### config.mk
export PLATFORM = sky130hd
export DESIGN_NAME = ansi_terminal_escape_parser_top_flat
export DESIGN_NICKNAME = d
export VERILOG_FILES = /design/src/hdl/atep_pkg.sv /design/src/hdl/atep_chan_if.sv /design/src/hdl/atep_ctrl.sv /design/src/hdl/atep_dp.sv /design/src/hdl/ansi_terminal_escape_parser_top.sv /design/src/flat_wrapper.sv
export VERILOG_INCLUDE_DIRS = /design/src /design/src/hdl
export SDC_FILE = /design/constraint.sdc
export NUM_CORES = 1
export LEC_CHECK = 0
export ABC_CLOCK_PERIOD_IN_PS = 7000
export BUFFER_PORTS_ARGS = -buffer_cell sky130_fd_sc_hd__buf_2
export CAP_MARGIN = 20
export CORE_MARGIN = 5
export CORE_UTILIZATION = 60
export CTS_CLUSTER_SIZE = 28
export DETAILED_ROUTE_END_ITERATION = 10
export PLACE_DENSITY = 0.83
export SLEW_MARGIN = 20
export SYNTH_ARGS = -nofsm -noshare
export SYNTH_HDL_FRONTEND = slang
export SYNTH_HIERARCHICAL = 1
export SYNTH_SLANG_ARGS = --single-unit
### constraint.sdc
create_clock -name i_clk -period 7 [get_ports i_clk]
set_input_delay 0.7 -clock i_clk [delete_from_list [all_inputs] [get_ports i_clk]]
set_output_delay 0.7 -clock i_clk [all_outputs]
set_load 0.02 [all_outputs]
### src/hdl/ansi_terminal_escape_parser_top_defines.svh
// Assertion macros for the escape parser RTL.
// Included by atep_ctrl, the module that carries concurrent checks; no other dependencies.
`ifndef ANSI_TERMINAL_ESCAPE_PARSER_TOP_DEFINES_SVH
`define ANSI_TERMINAL_ESCAPE_PARSER_TOP_DEFINES_SVH
`ifndef SYNTH
// Same-cycle implication under reset.
`define ATEP_ASSERT_IMPLY(lbl, clk, rst_n, ante, cons, msg) \
    lbl: assert property (@(posedge clk) disable iff (!rst_n) (ante) |-> (cons)) else $error(msg);
// Next-cycle implication under reset.
`define ATEP_ASSERT_NEXT(lbl, clk, rst_n, ante, cons, msg) \
    lbl: assert property (@(posedge clk) disable iff (!rst_n) (ante) |=> (cons)) else $error(msg);
`else
`define ATEP_ASSERT_IMPLY(lbl, clk, rst_n, ante, cons, msg)
`define ATEP_ASSERT_NEXT(lbl, clk, rst_n, ante, cons, msg)
`endif
`endif

### src/hdl/atep_pkg.sv
// Types, byte codes and command codes of the terminal escape parser.
// Used by the interface, controller, datapath and top level.
package atep_pkg;

    localparam int MAX_ROWS   = 64;
    localparam int MAX_COLS   = 256;
    localparam int MAX_PARAMS = 16;
    localparam int TAB_WIDTH  = 8;

    localparam int ROW_W   = 6;
    localparam int COL_W   = 8;
    localparam int ROWS_W  = 7;
    localparam int COLS_W  = 9;
    localparam int CFG_W   = 9;
    localparam int PARAM_W = 16;

    localparam logic [ROWS_W-1:0] ROWS_RESET = 7'd24;
    localparam logic [COLS_W-1:0] COLS_RESET = 9'd80;
    localparam logic [7:0]        FG_RESET   = 8'd7;

    // configuration register indexes
    localparam logic [0:0] CFG_ROWS = 1'b0;
    localparam logic [0:0] CFG_COLS = 1'b1;

    typedef enum logic [1:0] {
        MODE_NORMAL = 2'd0,
        MODE_ESC    = 2'd1,
        MODE_CSI    = 2'd2,
        MODE_OSC    = 2'd3
    } t_mode;

    localparam logic [3:0] CMD_NONE        = 4'd0;
    localparam logic [3:0] CMD_WRITE       = 4'd1;
    localparam logic [3:0] CMD_SCROLL      = 4'd2;
    localparam logic [3:0] CMD_ERASE_END   = 4'd3;
    localparam logic [3:0] CMD_ERASE_START = 4'd4;
    localparam logic [3:0] CMD_CLEAR_HOME  = 4'd5;
    localparam logic [3:0] CMD_LINE_FROM   = 4'd6;
    localparam logic [3:0] CMD_LINE_TO     = 4'd7;
    localparam logic [3:0] CMD_LINE_ALL    = 4'd8;

    localparam logic [7:0] CH_BEL    = 8'h07;
    localparam logic [7:0] CH_BS     = 8'h08;
    localparam logic [7:0] CH_TAB    = 8'h09;
    localparam logic [7:0] CH_LF     = 8'h0A;
    localparam logic [7:0] CH_CR     = 8'h0D;
    localparam logic [7:0] CH_ESC    = 8'h1B;
    localparam logic [7:0] CH_SPACE  = 8'h20;
    localparam logic [7:0] CH_ZERO   = 8'h30;
    localparam logic [7:0] CH_NINE   = 8'h39;
    localparam logic [7:0] CH_SEMI   = 8'h3B;
    localparam logic [7:0] CH_QMARK  = 8'h3F;
    localparam logic [7:0] CH_LBRACK = 8'h5B;
    localparam logic [7:0] CH_RBRACK = 8'h5D;
    localparam logic [7:0] CH_DEL    = 8'h7F;

    localparam logic [7:0] FIN_UP      = 8'h41;
    localparam logic [7:0] FIN_DOWN    = 8'h42;
    localparam logic [7:0] FIN_RIGHT   = 8'h43;
    localparam logic [7:0] FIN_LEFT    = 8'h44;
    localparam logic [7:0] FIN_POS     = 8'h48;
    localparam logic [7:0] FIN_ERASE   = 8'h4A;
    localparam logic [7:0] FIN_ERASE_L = 8'h4B;
    localparam logic [7:0] FIN_POS_ALT = 8'h66;
    localparam logic [7:0] FIN_SGR     = 8'h6D;
    localparam logic [7:0] FIN_SAVE    = 8'h73;
    localparam logic [7:0] FIN_RESTORE = 8'h75;

    localparam logic [15:0] SGR_RESET     = 16'd0;
    localparam logic [15:0] SGR_BOLD      = 16'd1;
    localparam logic [15:0] SGR_ITALIC    = 16'd3;
    localparam logic [15:0] SGR_ULINE     = 16'd4;
    localparam logic [15:0] SGR_STRIKE    = 16'd9;
    localparam logic [15:0] SGR_NO_BOLD   = 16'd22;
    localparam logic [15:0] SGR_NO_ITAL   = 16'd23;
    localparam logic [15:0] SGR_NO_ULINE  = 16'd24;
    localparam logic [15:0] SGR_NO_STRIKE = 16'd29;
    localparam logic [15:0] SGR_FG_LO     = 16'd30;
    localparam logic [15:0] SGR_FG_HI     = 16'd37;
    localparam logic [15:0] SGR_FG_EXT    = 16'd38;
    localparam logic [15:0] SGR_FG_DEF    = 16'd39;
    localparam logic [15:0] SGR_BG_LO     = 16'd40;
    localparam logic [15:0] SGR_BG_HI     = 16'd47;
    localparam logic [15:0] SGR_BG_EXT    = 16'd48;
    localparam logic [15:0] SGR_BG_DEF    = 16'd49;
    localparam logic [15:0] SGR_FGB_LO    = 16'd90;
    localparam logic [15:0] SGR_FGB_HI    = 16'd97;
    localparam logic [15:0] SGR_BGB_LO    = 16'd100;
    localparam logic [15:0] SGR_BGB_HI    = 16'd107;
    localparam logic [15:0] SGR_EXT_IDX   = 16'd5;

    typedef enum logic [2:0] {
        RD_ZERO = 3'd0,
        RD_ONE  = 3'd1,
        RD_I    = 3'd2,
        RD_I1   = 3'd3,
        RD_I2   = 3'd4
    } t_rd_src;

    typedef struct packed {
        logic    load_byte;
        logic    exec_byte;
        logic    push_final;
        logic    latch_p0;
        logic    exec_final;
        logic    sgr_start;
        logic    latch_p;
        logic    latch_p1;
        logic    sgr_eval;
        logic    out_second;
        t_rd_src rd_src;
    } t_dp_cmd;

    typedef struct packed {
        logic is_final;
        logic is_sgr_walk;
        logic sgr_last;
        logic two_results;
    } t_dp_stat;

    typedef struct packed {
        logic [7:0] rx_byte;
    } t_rx_item;

    typedef struct packed {
        logic [3:0]       cmd;
        logic [ROW_W-1:0] cell_row;
        logic [COL_W-1:0] cell_col;
        logic [6:0]       glyph;
        logic [7:0]       fore_colour;
        logic [7:0]       back_colour;
        logic [3:0]       style_bits;
        logic [ROW_W-1:0] cursor_row_now;
        logic [COL_W-1:0] cursor_col_now;
        logic             last_of_run;
    } t_result;

endpackage

### src/hdl/atep_chan_if.sv
// Valid/ready channel carrying one item of a given payload type.
// Payload types come from atep_pkg.
interface atep_chan_if #(
    parameter type T = atep_pkg::t_rx_item
) ();
    logic valid;
    logic ready;
    T     data;

    modport source (output valid, output data, input ready);
    modport sink   (input valid, input data, output ready);
endinterface

### src/hdl/atep_ctrl.sv
// Sequencer of the escape parser: byte intake, parameter reads, SGR walk, result drain.
// Depends on atep_pkg and the assertion macro header.
`include "ansi_terminal_escape_parser_top_defines.svh"

module atep_ctrl (
    input  logic               i_clk,
    input  logic               i_rst_n,
    input  logic               i_rx_valid,
    output logic               o_rx_ready,
    output logic               o_res_valid,
    input  logic               i_res_ready,
    input  atep_pkg::t_dp_stat i_stat,
    output atep_pkg::t_dp_cmd  o_cmd
);

    typedef enum logic [10:0] {
        S_IDLE   = 11'b000_0000_0001,
        S_DECODE = 11'b000_0000_0010,
        S_RD0    = 11'b000_0000_0100,
        S_RD1    = 11'b000_0000_1000,
        S_FINAL  = 11'b000_0001_0000,
        S_SG_R0  = 11'b000_0010_0000,
        S_SG_R1  = 11'b000_0100_0000,
        S_SG_R2  = 11'b000_1000_0000,
        S_SG_EV  = 11'b001_0000_0000,
        S_OUT1   = 11'b010_0000_0000,
        S_OUT2   = 11'b100_0000_0000
    } t_state;

    t_state r_state, n_state;

    always_comb begin
        n_state     = r_state;
        o_cmd       = '0;
        o_cmd.rd_src = atep_pkg::RD_ZERO;
        o_rx_ready  = 1'b0;
        o_res_valid = 1'b0;
        unique case (r_state)
            S_IDLE: begin
                o_rx_ready = 1'b1;
                if (i_rx_valid) begin
                    o_cmd.load_byte = 1'b1;
                    n_state = S_DECODE;
                end
            end
            S_DECODE: begin
                if (i_stat.is_final) begin
                    o_cmd.push_final = 1'b1;
                    n_state = S_RD0;
                end else begin
                    o_cmd.exec_byte = 1'b1;
                    n_state = S_OUT1;
                end
            end
            S_RD0: begin
                o_cmd.rd_src = atep_pkg::RD_ZERO;
                n_state = S_RD1;
            end
            S_RD1: begin
                o_cmd.latch_p0 = 1'b1;
                o_cmd.rd_src = atep_pkg::RD_ONE;
                n_state = S_FINAL;
            end
            S_FINAL: begin
                o_cmd.exec_final = 1'b1;
                if (i_stat.is_sgr_walk) begin
                    o_cmd.sgr_start = 1'b1;
                    n_state = S_SG_R0;
                end else begin
                    n_state = S_OUT1;
                end
            end
            S_SG_R0: begin
                o_cmd.rd_src = atep_pkg::RD_I;
                n_state = S_SG_R1;
            end
            S_SG_R1: begin
                o_cmd.latch_p = 1'b1;
                o_cmd.rd_src = atep_pkg::RD_I1;
                n_state = S_SG_R2;
            end
            S_SG_R2: begin
                o_cmd.latch_p1 = 1'b1;
                o_cmd.rd_src = atep_pkg::RD_I2;
                n_state = S_SG_EV;
            end
            S_SG_EV: begin
                o_cmd.sgr_eval = 1'b1;
                n_state = i_stat.sgr_last ? S_OUT1 : S_SG_R0;
            end
            S_OUT1: begin
                o_res_valid = 1'b1;
                if (i_res_ready) begin
                    n_state = i_stat.two_results ? S_OUT2 : S_IDLE;
                end
            end
            S_OUT2: begin
                o_res_valid = 1'b1;
                o_cmd.out_second = 1'b1;
                if (i_res_ready) begin
                    n_state = S_IDLE;
                end
            end
            default: n_state = S_IDLE;
        endcase
    end

    always_ff @(posedge i_clk) begin
        if (!i_rst_n) begin
            r_state <= S_IDLE;
        end else begin
            r_state <= n_state;
        end
    end

    `ATEP_ASSERT_IMPLY(a_ready_excl, i_clk, i_rst_n, o_rx_ready, !o_res_valid, "ready while result pending")
    `ATEP_ASSERT_NEXT(a_accept_decode, i_clk, i_rst_n, i_rst_n && i_rx_valid && o_rx_ready, r_state == S_DECODE, "accepted item not decoded")
    `ATEP_ASSERT_IMPLY(a_second_valid, i_clk, i_rst_n, r_state == S_OUT2, i_stat.two_results, "second result without two results")

endmodule

### src/hdl/atep_dp.sv
// Datapath of the escape parser: mode, parameter store, cursor, colors, results.
// Depends on atep_pkg; driven by atep_ctrl commands.
module atep_dp #(
    parameter int MAX_PARAMS = atep_pkg::MAX_PARAMS
) (
    input  logic                        i_clk,
    input  logic                        i_rst_n,
    input  logic [7:0]                  i_rx_byte,
    input  atep_pkg::t_dp_cmd           i_cmd,
    output atep_pkg::t_dp_stat          o_stat,
    input  logic                        i_cfg_we,
    input  logic [0:0]                  i_cfg_idx,
    input  logic [atep_pkg::CFG_W-1:0]  i_cfg_data,
    output atep_pkg::t_result           o_result
);

    localparam int AW  = $clog2(MAX_PARAMS);
    localparam int CW  = $clog2(MAX_PARAMS + 1);
    localparam int IW  = $clog2(MAX_PARAMS + 3);
    localparam int PW  = atep_pkg::PARAM_W;
    localparam int RW  = atep_pkg::ROW_W;
    localparam int CLW = atep_pkg::COL_W;
    localparam int RSW = atep_pkg::ROWS_W;
    localparam int CSW = atep_pkg::COLS_W;

    function automatic logic [RW-1:0] clamp_row(input logic [16:0] v, input logic [RSW-1:0] lim);
        logic [RSW-1:0] top;
        top = lim - 1'b1;
        return (v >= 17'(lim)) ? top[RW-1:0] : v[RW-1:0];
    endfunction

    function automatic logic [CLW-1:0] clamp_col(input logic [16:0] v, input logic [CSW-1:0] lim);
        logic [CSW-1:0] top;
        top = lim - 1'b1;
        return (v >= 17'(lim)) ? top[CLW-1:0] : v[CLW-1:0];
    endfunction

    logic [7:0]        r_byte;
    atep_pkg::t_mode   r_mode, n_mode;
    logic [CW-1:0]     r_count, n_count;
    logic [PW-1:0]     r_accum, n_accum;
    logic              r_has_digit, n_has_digit;
    logic [RW-1:0]     r_row, n_row, r_srow, n_srow;
    logic [CLW-1:0]    r_col, n_col, r_scol, n_scol;
    logic [7:0]        r_fg, n_fg, r_bg, n_bg;
    logic [3:0]        r_style, n_style;
    logic [RSW-1:0]    r_rows, n_rows;
    logic [CSW-1:0]    r_cols, n_cols;
    logic [PW-1:0]     r_p0, r_p, r_p1;
    logic [IW-1:0]     r_i, n_i;
    logic              r_two, n_two;
    logic [3:0]        r_res_cmd   [2];
    logic [RW-1:0]     r_res_row   [2];
    logic [CLW-1:0]    r_res_col   [2];
    logic [6:0]        r_res_glyph [2];
    logic [3:0]        n_res_cmd   [2];
    logic [RW-1:0]     n_res_row   [2];
    logic [CLW-1:0]    n_res_col   [2];
    logic [6:0]        n_res_glyph [2];

    logic [PW-1:0]     r_store [MAX_PARAMS];
    logic [PW-1:0]     r_rd_data;
    logic [AW-1:0]     rd_addr;
    logic              wr_en;
    logic [PW-1:0]     wr_data;

    logic              is_digit;
    logic [IW-1:0]     sgr_next_i;
    logic [IW-1:0]     i_plus1, i_plus2;

    assign is_digit = (r_byte >= atep_pkg::CH_ZERO) && (r_byte <= atep_pkg::CH_NINE);
    assign i_plus1  = r_i + IW'(1);
    assign i_plus2  = r_i + IW'(2);

    always_comb begin
        case (i_cmd.rd_src)
            atep_pkg::RD_ZERO: rd_addr = '0;
            atep_pkg::RD_ONE:  rd_addr = AW'(1);
            atep_pkg::RD_I:    rd_addr = r_i[AW-1:0];
            atep_pkg::RD_I1:   rd_addr = i_plus1[AW-1:0];
            atep_pkg::RD_I2:   rd_addr = i_plus2[AW-1:0];
            default:           rd_addr = '0;
        endcase
    end

    // SGR walk step: an extended color consumes three parameters
    always_comb begin
        logic ext;
        ext = ((r_p == atep_pkg::SGR_FG_EXT) || (r_p == atep_pkg::SGR_BG_EXT))
              && (i_plus2 < IW'(r_count)) && (r_p1 == atep_pkg::SGR_EXT_IDX);
        sgr_next_i = ext ? r_i + IW'(3) : i_plus1;
    end

    assign o_stat.is_final    = (r_mode == atep_pkg::MODE_CSI) && !is_digit
                                && (r_byte != atep_pkg::CH_SEMI) && (r_byte != atep_pkg::CH_QMARK);
    assign o_stat.is_sgr_walk = (r_byte == atep_pkg::FIN_SGR) && (r_count != '0);
    assign o_stat.sgr_last    = sgr_next_i >= IW'(r_count);
    assign o_stat.two_results = r_two;

    always_comb begin
        logic [1:0]     e_n;
        logic [3:0]     e_cmd   [2];
        logic [RW-1:0]  e_row   [2];
        logic [CLW-1:0] e_col   [2];
        logic [6:0]     e_glyph [2];
        logic [RSW-1:0] row1;
        logic [CSW-1:0] col1;
        logic [9:0]     tab_next;
        logic [19:0]    acc_next;
        logic [PW-1:0]  p0e, p1e, nmov, hv, tv;
        logic [RSW-1:0] cfg_rows;
        logic [CSW-1:0] cfg_cols;

        n_mode      = r_mode;
        n_count     = r_count;
        n_accum     = r_accum;
        n_has_digit = r_has_digit;
        n_row       = r_row;
        n_col       = r_col;
        n_srow      = r_srow;
        n_scol      = r_scol;
        n_fg        = r_fg;
        n_bg        = r_bg;
        n_style     = r_style;
        n_rows      = r_rows;
        n_cols      = r_cols;
        n_i         = r_i;
        n_two       = r_two;
        n_res_cmd   = r_res_cmd;
        n_res_row   = r_res_row;
        n_res_col   = r_res_col;
        n_res_glyph = r_res_glyph;
        wr_en       = 1'b0;
        wr_data     = r_accum;
        e_n         = 2'd0;
        e_cmd       = '{atep_pkg::CMD_NONE, atep_pkg::CMD_NONE};
        e_row       = '{'0, '0};
        e_col       = '{'0, '0};
        e_glyph     = '{'0, '0};
        row1        = RSW'(r_row) + RSW'(1);
        col1        = CSW'(r_col) + CSW'(1);
        tab_next    = (10'(r_col) / 10'(atep_pkg::TAB_WIDTH) + 10'd1)
                      * 10'(atep_pkg::TAB_WIDTH);
        acc_next    = 20'(r_accum) * 20'd10 + 20'(r_byte[3:0]);
        p0e         = (r_count != '0) ? r_p0 : '0;
        p1e         = (r_count > CW'(1)) ? r_rd_data : '0;
        nmov        = (p0e == '0) ? PW'(1) : p0e;
        hv          = (p0e != '0) ? p0e - PW'(1) : '0;
        tv          = (p1e != '0) ? p1e - PW'(1) : '0;
        cfg_rows    = i_cfg_data[RSW-1:0];
        cfg_cols    = i_cfg_data[CSW-1:0];

        if (i_cmd.exec_byte) begin
            case (r_mode)
                atep_pkg::MODE_NORMAL: begin
                    if (r_byte == atep_pkg::CH_ESC) begin
                        n_mode = atep_pkg::MODE_ESC;
                    end else if (r_byte == atep_pkg::CH_CR) begin
                        n_col = '0;
                    end else if (r_byte == atep_pkg::CH_LF) begin
                        if (row1 >= r_rows) begin
                            n_row = clamp_row(17'(row1), r_rows);
                            e_cmd[0] = atep_pkg::CMD_SCROLL;
                            e_row[0] = n_row;
                            e_col[0] = r_col;
                            e_n = 2'd1;
                        end else begin
                            n_row = row1[RW-1:0];
                        end
                    end else if (r_byte == atep_pkg::CH_TAB) begin
                        n_col = clamp_col(17'(tab_next), r_cols);
                    end else if (r_byte == atep_pkg::CH_BS) begin
                        if (r_col != '0) begin
                            n_col = r_col - 1'b1;
                        end
                    end else if ((r_byte >= atep_pkg::CH_SPACE) && (r_byte < atep_pkg::CH_DEL)) begin
                        e_cmd[0]   = atep_pkg::CMD_WRITE;
                        e_row[0]   = r_row;
                        e_col[0]   = r_col;
                        e_glyph[0] = r_byte[6:0];
                        e_n = 2'd1;
                        if (col1 >= r_cols) begin
                            // wrap to the next line, scrolling at the bottom
                            n_col = '0;
                            if (row1 >= r_rows) begin
                                n_row = clamp_row(17'(row1), r_rows);
                                e_cmd[1] = atep_pkg::CMD_SCROLL;
                                e_row[1] = n_row;
                                e_col[1] = '0;
                                e_n = 2'd2;
                            end else begin
                                n_row = row1[RW-1:0];
                            end
                        end else begin
                            n_col = col1[CLW-1:0];
                        end
                    end
                end
                atep_pkg::MODE_ESC: begin
                    if (r_byte == atep_pkg::CH_LBRACK) begin
                        n_mode      = atep_pkg::MODE_CSI;
                        n_count     = '0;
                        n_accum     = '0;
                        n_has_digit = 1'b0;
                    end else if (r_byte == atep_pkg::CH_RBRACK) begin
                        n_mode = atep_pkg::MODE_OSC;
                    end else begin
                        n_mode = atep_pkg::MODE_NORMAL;
                    end
                end
                atep_pkg::MODE_CSI: begin
                    if (is_digit) begin
                        n_accum     = (acc_next > 20'hFFFF) ? '1 : acc_next[PW-1:0];
                        n_has_digit = 1'b1;
                    end else if (r_byte == atep_pkg::CH_SEMI) begin
                        wr_data = r_has_digit ? r_accum : '0;
                        if (r_count < CW'(MAX_PARAMS)) begin
                            wr_en   = 1'b1;
                            n_count = r_count + 1'b1;
                        end
                        n_accum     = '0;
                        n_has_digit = 1'b0;
                    end
                end
                atep_pkg::MODE_OSC: begin
                    if ((r_byte == atep_pkg::CH_BEL) || (r_byte == atep_pkg::CH_ESC)) begin
                        n_mode = atep_pkg::MODE_NORMAL;
                    end
                end
                default: n_mode = r_mode;
            endcase
        end

        if (i_cmd.push_final) begin
            if (r_has_digit && (r_count < CW'(MAX_PARAMS))) begin
                wr_en   = 1'b1;
                n_count = r_count + 1'b1;
            end
            n_accum     = '0;
            n_has_digit = 1'b0;
        end

        if (i_cmd.exec_final) begin
            n_mode = atep_pkg::MODE_NORMAL;
            unique case (r_byte)
                atep_pkg::FIN_POS, atep_pkg::FIN_POS_ALT: begin
                    n_row = clamp_row(17'(hv), r_rows);
                    n_col = clamp_col(17'(tv), r_cols);
                end
                atep_pkg::FIN_ERASE: begin
                    if (p0e == PW'(0)) begin
                        e_cmd[0] = atep_pkg::CMD_ERASE_END;
                        e_row[0] = r_row;
                        e_col[0] = r_col;
                        e_n = 2'd1;
                    end else if (p0e == PW'(1)) begin
                        e_cmd[0] = atep_pkg::CMD_ERASE_START;
                        e_row[0] = r_row;
                        e_col[0] = r_col;
                        e_n = 2'd1;
                    end else if (p0e == PW'(2)) begin
                        n_row = '0;
                        n_col = '0;
                        e_cmd[0] = atep_pkg::CMD_CLEAR_HOME;
                        e_n = 2'd1;
                    end
                end
                atep_pkg::FIN_ERASE_L: begin
                    e_row[0] = r_row;
                    e_col[0] = r_col;
                    if (p0e == PW'(0)) begin
                        e_cmd[0] = atep_pkg::CMD_LINE_FROM;
                        e_n = 2'd1;
                    end else if (p0e == PW'(1)) begin
                        e_cmd[0] = atep_pkg::CMD_LINE_TO;
                        e_n = 2'd1;
                    end else if (p0e == PW'(2)) begin
                        e_cmd[0] = atep_pkg::CMD_LINE_ALL;
                        e_n = 2'd1;
                    end
                end
                atep_pkg::FIN_SGR: begin
                    if (r_count == '0) begin
                        n_style = '0;
                        n_fg    = atep_pkg::FG_RESET;
                        n_bg    = '0;
                    end
                end
                atep_pkg::FIN_UP: begin
                    n_row = (nmov >= PW'(r_row)) ? '0 : r_row - nmov[RW-1:0];
                end
                atep_pkg::FIN_DOWN: begin
                    n_row = clamp_row(17'(r_row) + 17'(nmov), r_rows);
                end
                atep_pkg::FIN_RIGHT: begin
                    n_col = clamp_col(17'(r_col) + 17'(nmov), r_cols);
                end
                atep_pkg::FIN_LEFT: begin
                    n_col = (nmov >= PW'(r_col)) ? '0 : r_col - nmov[CLW-1:0];
                end
                atep_pkg::FIN_SAVE: begin
                    n_srow = r_row;
                    n_scol = r_col;
                end
                atep_pkg::FIN_RESTORE: begin
                    n_row = clamp_row(17'(r_srow), r_rows);
                    n_col = clamp_col(17'(r_scol), r_cols);
                end
                default: n_mode = atep_pkg::MODE_NORMAL;
            endcase
        end

        if (i_cmd.exec_byte || i_cmd.exec_final) begin
            if (e_n == 2'd0) begin
                e_cmd[0] = atep_pkg::CMD_NONE;
                e_row[0] = n_row;
                e_col[0] = n_col;
            end
            n_res_cmd   = e_cmd;
            n_res_row   = e_row;
            n_res_col   = e_col;
            n_res_glyph = e_glyph;
            n_two       = (e_n == 2'd2);
        end

        if (i_cmd.sgr_start) begin
            n_i = '0;
        end

        if (i_cmd.sgr_eval) begin
            n_i = sgr_next_i;
            unique case (r_p) inside
                atep_pkg::SGR_RESET: begin
                    n_style = '0;
                    n_fg    = atep_pkg::FG_RESET;
                    n_bg    = '0;
                end
                atep_pkg::SGR_BOLD:      n_style = r_style | 4'b0001;
                atep_pkg::SGR_ITALIC:    n_style = r_style | 4'b0010;
                atep_pkg::SGR_ULINE:     n_style = r_style | 4'b0100;
                atep_pkg::SGR_STRIKE:    n_style = r_style | 4'b1000;
                atep_pkg::SGR_NO_BOLD:   n_style = r_style & 4'b1110;
                atep_pkg::SGR_NO_ITAL:   n_style = r_style & 4'b1101;
                atep_pkg::SGR_NO_ULINE:  n_style = r_style & 4'b1011;
                atep_pkg::SGR_NO_STRIKE: n_style = r_style & 4'b0111;
                [atep_pkg::SGR_FG_LO:atep_pkg::SGR_FG_HI]: n_fg = r_p[7:0] - 8'd30;
                atep_pkg::SGR_FG_EXT: begin
                    if (sgr_next_i != i_plus1) begin
                        n_fg = r_rd_data[7:0];
                    end
                end
                atep_pkg::SGR_FG_DEF: n_fg = atep_pkg::FG_RESET;
                [atep_pkg::SGR_BG_LO:atep_pkg::SGR_BG_HI]: n_bg = r_p[7:0] - 8'd40;
                atep_pkg::SGR_BG_EXT: begin
                    if (sgr_next_i != i_plus1) begin
                        n_bg = r_rd_data[7:0];
                    end
                end
                atep_pkg::SGR_BG_DEF: n_bg = '0;
                [atep_pkg::SGR_FGB_LO:atep_pkg::SGR_FGB_HI]: n_fg = r_p[7:0] - 8'd82;
                [atep_pkg::SGR_BGB_LO:atep_pkg::SGR_BGB_HI]: n_bg = r_p[7:0] - 8'd92;
                default: n_style = r_style;
            endcase
        end

        // register writes clamp the value and pull the cursor onto the screen
        if (i_cfg_we) begin
            if (i_cfg_idx == atep_pkg::CFG_ROWS) begin
                if (cfg_rows == '0) begin
                    cfg_rows = RSW'(1);
                end else if (cfg_rows > RSW'(atep_pkg::MAX_ROWS)) begin
                    cfg_rows = RSW'(atep_pkg::MAX_ROWS);
                end
                n_rows = cfg_rows;
                n_row  = clamp_row(17'(r_row), cfg_rows);
            end else begin
                if (cfg_cols == '0) begin
                    cfg_cols = CSW'(1);
                end else if (cfg_cols > CSW'(atep_pkg::MAX_COLS)) begin
                    cfg_cols = CSW'(atep_pkg::MAX_COLS);
                end
                n_cols = cfg_cols;
                n_col  = clamp_col(17'(r_col), cfg_cols);
            end
        end
    end

    always_ff @(posedge i_clk) begin
        if (wr_en) begin
            r_store[r_count[AW-1:0]] <= wr_data;
        end
        r_rd_data <= r_store[rd_addr];
    end

    always_ff @(posedge i_clk) begin
        if (i_cmd.load_byte) begin
            r_byte <= i_rx_byte;
        end
        if (i_cmd.latch_p0) begin
            r_p0 <= r_rd_data;
        end
        if (i_cmd.latch_p) begin
            r_p <= r_rd_data;
        end
        if (i_cmd.latch_p1) begin
            r_p1 <= r_rd_data;
        end
        r_i         <= n_i;
        r_two       <= n_two;
        r_res_cmd   <= n_res_cmd;
        r_res_row   <= n_res_row;
        r_res_col   <= n_res_col;
        r_res_glyph <= n_res_glyph;
    end

    always_ff @(posedge i_clk) begin
        if (!i_rst_n) begin
            r_mode      <= atep_pkg::MODE_NORMAL;
            r_count     <= '0;
            r_accum     <= '0;
            r_has_digit <= 1'b0;
            r_row       <= '0;
            r_col       <= '0;
            r_srow      <= '0;
            r_scol      <= '0;
            r_fg        <= atep_pkg::FG_RESET;
            r_bg        <= '0;
            r_style     <= '0;
            r_rows      <= atep_pkg::ROWS_RESET;
            r_cols      <= atep_pkg::COLS_RESET;
        end else begin
            r_mode      <= n_mode;
            r_count     <= n_count;
            r_accum     <= n_accum;
            r_has_digit <= n_has_digit;
            r_row       <= n_row;
            r_col       <= n_col;
            r_srow      <= n_srow;
            r_scol      <= n_scol;
            r_fg        <= n_fg;
            r_bg        <= n_bg;
            r_style     <= n_style;
            r_rows      <= n_rows;
            r_cols      <= n_cols;
        end
    end

    always_comb begin
        logic sel;
        sel = i_cmd.out_second;
        o_result.cmd            = r_res_cmd[sel];
        o_result.cell_row       = r_res_row[sel];
        o_result.cell_col       = r_res_col[sel];
        o_result.glyph          = r_res_glyph[sel];
        o_result.fore_colour    = r_fg;
        o_result.back_colour    = r_bg;
        o_result.style_bits     = r_style;
        o_result.cursor_row_now = r_row;
        o_result.cursor_col_now = r_col;
        o_result.last_of_run    = sel | ~r_two;
    end

endmodule

### src/hdl/ansi_terminal_escape_parser_top.sv
// Top level of the terminal escape parser: controller plus datapath.
// Depends on atep_pkg, atep_chan_if, atep_ctrl and atep_dp.
//
//   channel  direction  payload         handshake
//   i_rx     in         rx_byte         valid/ready
//   o_res    out        t_result item   valid/ready
//   i_cfg_*  in         rows / cols     write enable, no wait
//
// Ordinary bytes pass through accept, decode and a result state (two if a wrap scrolls).
// A CSI final byte adds parameter reads (S_RD0, S_RD1, S_FINAL) through the single store read port.
// An SGR final walks the store through S_SG_R0, S_SG_R1, S_SG_R2, S_SG_EV per parameter (extended colors count once).
// Reset is synchronous, active low; the parameter store has no reset or clearing pass.
// A stalled result holds the block; no new item is taken until all results drain.
module ansi_terminal_escape_parser_top #(
    parameter int MAX_PARAMS = atep_pkg::MAX_PARAMS
) (
    input  logic                       i_clk,
    input  logic                       i_rst_n,
    atep_chan_if.sink                  i_rx,
    atep_chan_if.source                o_res,
    input  logic                       i_cfg_we,
    input  logic [0:0]                 i_cfg_idx,
    input  logic [atep_pkg::CFG_W-1:0] i_cfg_data
);

    atep_pkg::t_dp_cmd  dp_cmd;
    atep_pkg::t_dp_stat dp_stat;
    atep_pkg::t_result  result;
    logic               rx_ready;
    logic               res_valid;

    atep_ctrl u_ctrl (
        .i_clk       (i_clk),
        .i_rst_n     (i_rst_n),
        .i_rx_valid  (i_rx.valid),
        .o_rx_ready  (rx_ready),
        .o_res_valid (res_valid),
        .i_res_ready (o_res.ready),
        .i_stat      (dp_stat),
        .o_cmd       (dp_cmd)
    );

    atep_dp #(
        .MAX_PARAMS (MAX_PARAMS)
    ) u_dp (
        .i_clk      (i_clk),
        .i_rst_n    (i_rst_n),
        .i_rx_byte  (i_rx.data.rx_byte),
        .i_cmd      (dp_cmd),
        .o_stat     (dp_stat),
        .i_cfg_we   (i_cfg_we),
        .i_cfg_idx  (i_cfg_idx),
        .i_cfg_data (i_cfg_data),
        .o_result   (result)
    );

    assign i_rx.ready  = rx_ready;
    assign o_res.valid = res_valid;
    assign o_res.data  = result;

endmodule
### src/flat_wrapper.sv
// flat-port wrapper written by rule: the top's interface ports become plain ports
module ansi_terminal_escape_parser_top_flat 
#(
    parameter int MAX_PARAMS = atep_pkg::MAX_PARAMS
)
  (i_clk, i_rst_n, i_cfg_we, i_cfg_idx, i_cfg_data, i_rx_valid, i_rx_data, i_rx_ready, o_res_valid, o_res_data, o_res_ready);
  atep_chan_if i_rx_i ();
  atep_chan_if o_res_i ();
  input  logic i_clk;
  input  logic i_rst_n;
  input  logic i_cfg_we;
  input  logic [0:0] i_cfg_idx;
  input  logic [atep_pkg::CFG_W-1:0] i_cfg_data;
  input wire logic [$bits(i_rx_i.valid)-1:0] i_rx_valid;
  input wire logic [$bits(i_rx_i.data)-1:0] i_rx_data;
  output wire logic [$bits(i_rx_i.ready)-1:0] i_rx_ready;
  output wire logic [$bits(o_res_i.valid)-1:0] o_res_valid;
  output wire logic [$bits(o_res_i.data)-1:0] o_res_data;
  input wire logic [$bits(o_res_i.ready)-1:0] o_res_ready;
  assign i_rx_i.valid = i_rx_valid;
  assign i_rx_i.data = i_rx_data;
  assign i_rx_ready = i_rx_i.ready;
  assign o_res_valid = o_res_i.valid;
  assign o_res_data = o_res_i.data;
  assign o_res_i.ready = o_res_ready;
  ansi_terminal_escape_parser_top #(.MAX_PARAMS(MAX_PARAMS)) u_core (.i_clk(i_clk), .i_rst_n(i_rst_n), .i_rx(i_rx_i), .o_res(o_res_i), .i_cfg_we(i_cfg_we), .i_cfg_idx(i_cfg_idx), .i_cfg_data(i_cfg_data));
endmodule
==> impl_metrics.csv <==
group,metric,value,unit
timing,max_clock_freq,155,MHz
timing,maxSlewViolCount,0,
logic_synthesis,synth-warning-count,6,
critical_path,cp-start-kind,"flip-flop",
floorplanning,dieArea,46600,µm²
cells_and_area,diodes,0,
outcome,outcome,"completed",
floorplanning,fp.dieW,216,µm
grt,grt_pass1_wl,112000,µm
timing,rsz0062_at_grt,"false",
logic_synthesis,synth_area,25500,µm²
timing,max-slew-margin-rel,21.0,%
clocking,path_clk_slew,60,ps
floorplanning,fp.dieH,216,µm
logic_synthesis,syn_area_per_cell,9.89,µm²
logic_synthesis,synth_cells,2573,
grt,track_usage,30.3,%
clocking,htreeDepth,2,
power_and_ir_drop,p_leak,10.6,nW
timing,finClkSkew,34.2,ps
clocking,cts-root-buf,"clkbuf_16",
timing,whs,307,ps
timing,final.setup.tns,0,ps
grt,grt_pass1_vias,19659,
placed_design,numPortBuffers,32,
detailed_routing,vias,20687,
detailed_routing,via_per_inst,6.63,
clocking,cts_tree,"yes",
floorplanning,ios,33,
clocking,clockBufferDepth,3,
power_and_ir_drop,p_per_area,199,nW/µm²
timing,max_slew.worst_pin.slew,1180,ps
cells_and_area,area_growth,8.56,%
clocking,cts_resized,0,
worst_hold_path,hp-class,"input pin to flip-flop",
detailed_routing,drt.antenna.violating_nets,0,
grt,grt_overflow_total,0,
grt,grt_start_max_net_pins,129,
timing,final_hold_viol_count,0,
cells_and_area,final_layout_size_suffix_gt1_share,8.87,%
grt,antenna_found_initial,2,
critical_path,crit_type,"flip-flop to flip-flop",
floorplanning,core,41900,µm²
timing,finalCriticalPeriod,6460,ps
detailed_routing,totalWireLength,73000,µm
clocking,cts_made_buffers,44,
placed_design,gp_congestion,0.990,
power_and_ir_drop,vdd_ir_drop_max,207,µV
clocking,post_cts_buffers,0,
clocking,clk_latency,580,ps
timing,fin_crit_sh,92.4,%
detailed_routing,avgRoutedWirePerCell,23.4,µm
timing,setup_violations,0,
placed_design,dp_hpwl,50700,µm
detailed_routing,route.detailed.drc,0,
critical_path,cp_max_fo,8,
critical_path,cp-end-kind,"flip-flop",
cells_and_area,nets,2770,
clocking,hold_buffers,0,
critical_path,arrival,6920,ps
detailed_routing,drt_pass1_iterations,6,
critical_path,required,7460,ps
detailed_routing,drt_iter0_drc,2512,
logic_synthesis,mappedNetlistNets,2797,
placed_design,dp_cells,3039,
run,drv_cap,0,
clocking,cts.sinks,413,
floorplanning,start_util,60.7,%
cells_and_area,layoutNonFillerInstCount,3120,
floorplanning,rows,75,
==> metrics by stage <==
stage / cell area, µm² / worst slack [ps] / power (mW) / utilization, %
floorplan: 25500 / 919 / 2.99 / -
global placement: 26100 / 870 / 3.11 / 62.2
detailed placement: 26100 / 603 / 3.11 / 62.2
CTS: 27600 / 583 / 5.50 / 65.8
global route: 27600 / 89.7 / 5.65 / 65.9
finish: 27600 / 535 / 5.49 / 65.9
==> metal layers <==
| metal | GRT usage [%] | wire (µm) | up-vias |
|---|---|---|---|
| met1 | 44.0 | 30800 | 9990 |
| met4 | 8.40 | 1780 | 2 |
| li1 | - | - | 9493 |
| met2 | 47.0 | 32600 | 1051 |
| met5 | 0 | 16 | - |
| met3 | 5.66 | 7760 | 151 |
==> power breakdown <==
| group | total, mW | internal (mW) | switching [mW] |
|---|---|---|---|
| Sequential | 2.65 | 2.62 | 0.0325 |
| Combinational | 0.424 | 0.157 | 0.267 |
| Clock | 2.41 | 1.43 | 0.978 |
==> registers in the layout (all words and copies together), names as in the netlist, 7 cells and up <==
register and count:
u_core/u_dp/r_scol 8, u_core/u_dp/r_p0 16, u_core/u_dp/r_store 256, u_core/u_dp/r_byte 8
u_core/u_dp/r_col 8, u_core/u_dp/r_rows 7, u_core/u_dp/r_cols 9, u_core/u_dp/r_accum 16
u_core/u_dp/r_rd_data 16, u_core/u_ctrl/r_state 11, u_core/u_dp/r_p1 16, u_core/u_dp/r_p 16
==> area by class of cell <==
class / instances / area [µm²]
multi-input cells: 1908 / 13100
fillers: 3173 / 14300
inverters: 105 / 394
clock buffers: 62 / 1280
clock inverters: 19 / 231
well taps: 539 / 674
repair buffers: 74 / 488
flip-flops and latches: 413 / 11500
==> worst paths after layout <==
| kind | startpoint | end | slack (ps) | cells past startpoint |
|---|---|---|---|---|
| setup reg to reg | u_core/u_dp/r_count[1] | u_core/u_dp/r_col[3] | 540 | 23 |
| hold reg to reg | u_core/u_dp/r_cols[7] | u_core/u_dp/r_cols[7] | 500 | 2 |
| hold / removal | i_rx_data[2] | u_core/u_dp/r_byte[2] | 310 | 1 |
| setup / recovery | u_core/u_dp/r_count[1] | u_core/u_dp/r_col[3] | 540 | 23 |
==> critical path, cell delays in order, from the launching register on <==
cell	delay, ps
dfxtp_1	340
inv_1	160
ha_1	260
or4b_1	630
nand2_1	250
ha_1	240
nand2_1	150
nand2_1	310
ha_1	250
fa_1	200
nor2b_1	190
o2111ai_1	190
a211oi_1	470
nor2_1	170
xor2_1	230
ha_1	280
o2111ai_1	100
a21oi_1	70
or4b_1	560
a221oi_2	320
mux2_2	380
a211oi_1	250
nor2_1	100
o31a_1	250
==> cell usage in the layout, fill, tap and decap left out, drive strengths merged, types with 16 or more instances in the layout <==
master and instances:
xnor2 72, nand2 271, nor4 21, o31ai 27
a21o 30, clkbuf 62, a211oi 105, nor2b 43
edfxtp 318, o211ai 31, nand3 51, a31oi 47
mux2i 20, xor2 27, dfxtp 95, o21ai 94
a21oi 167, nand2b 51, and2 83, buf 74
a311oi 34, ha 195, nor2 183, nor3 65
or3 20, o22ai 19, nand4 16, and3 28
inv 106
(Power assumes the default switching activity.)
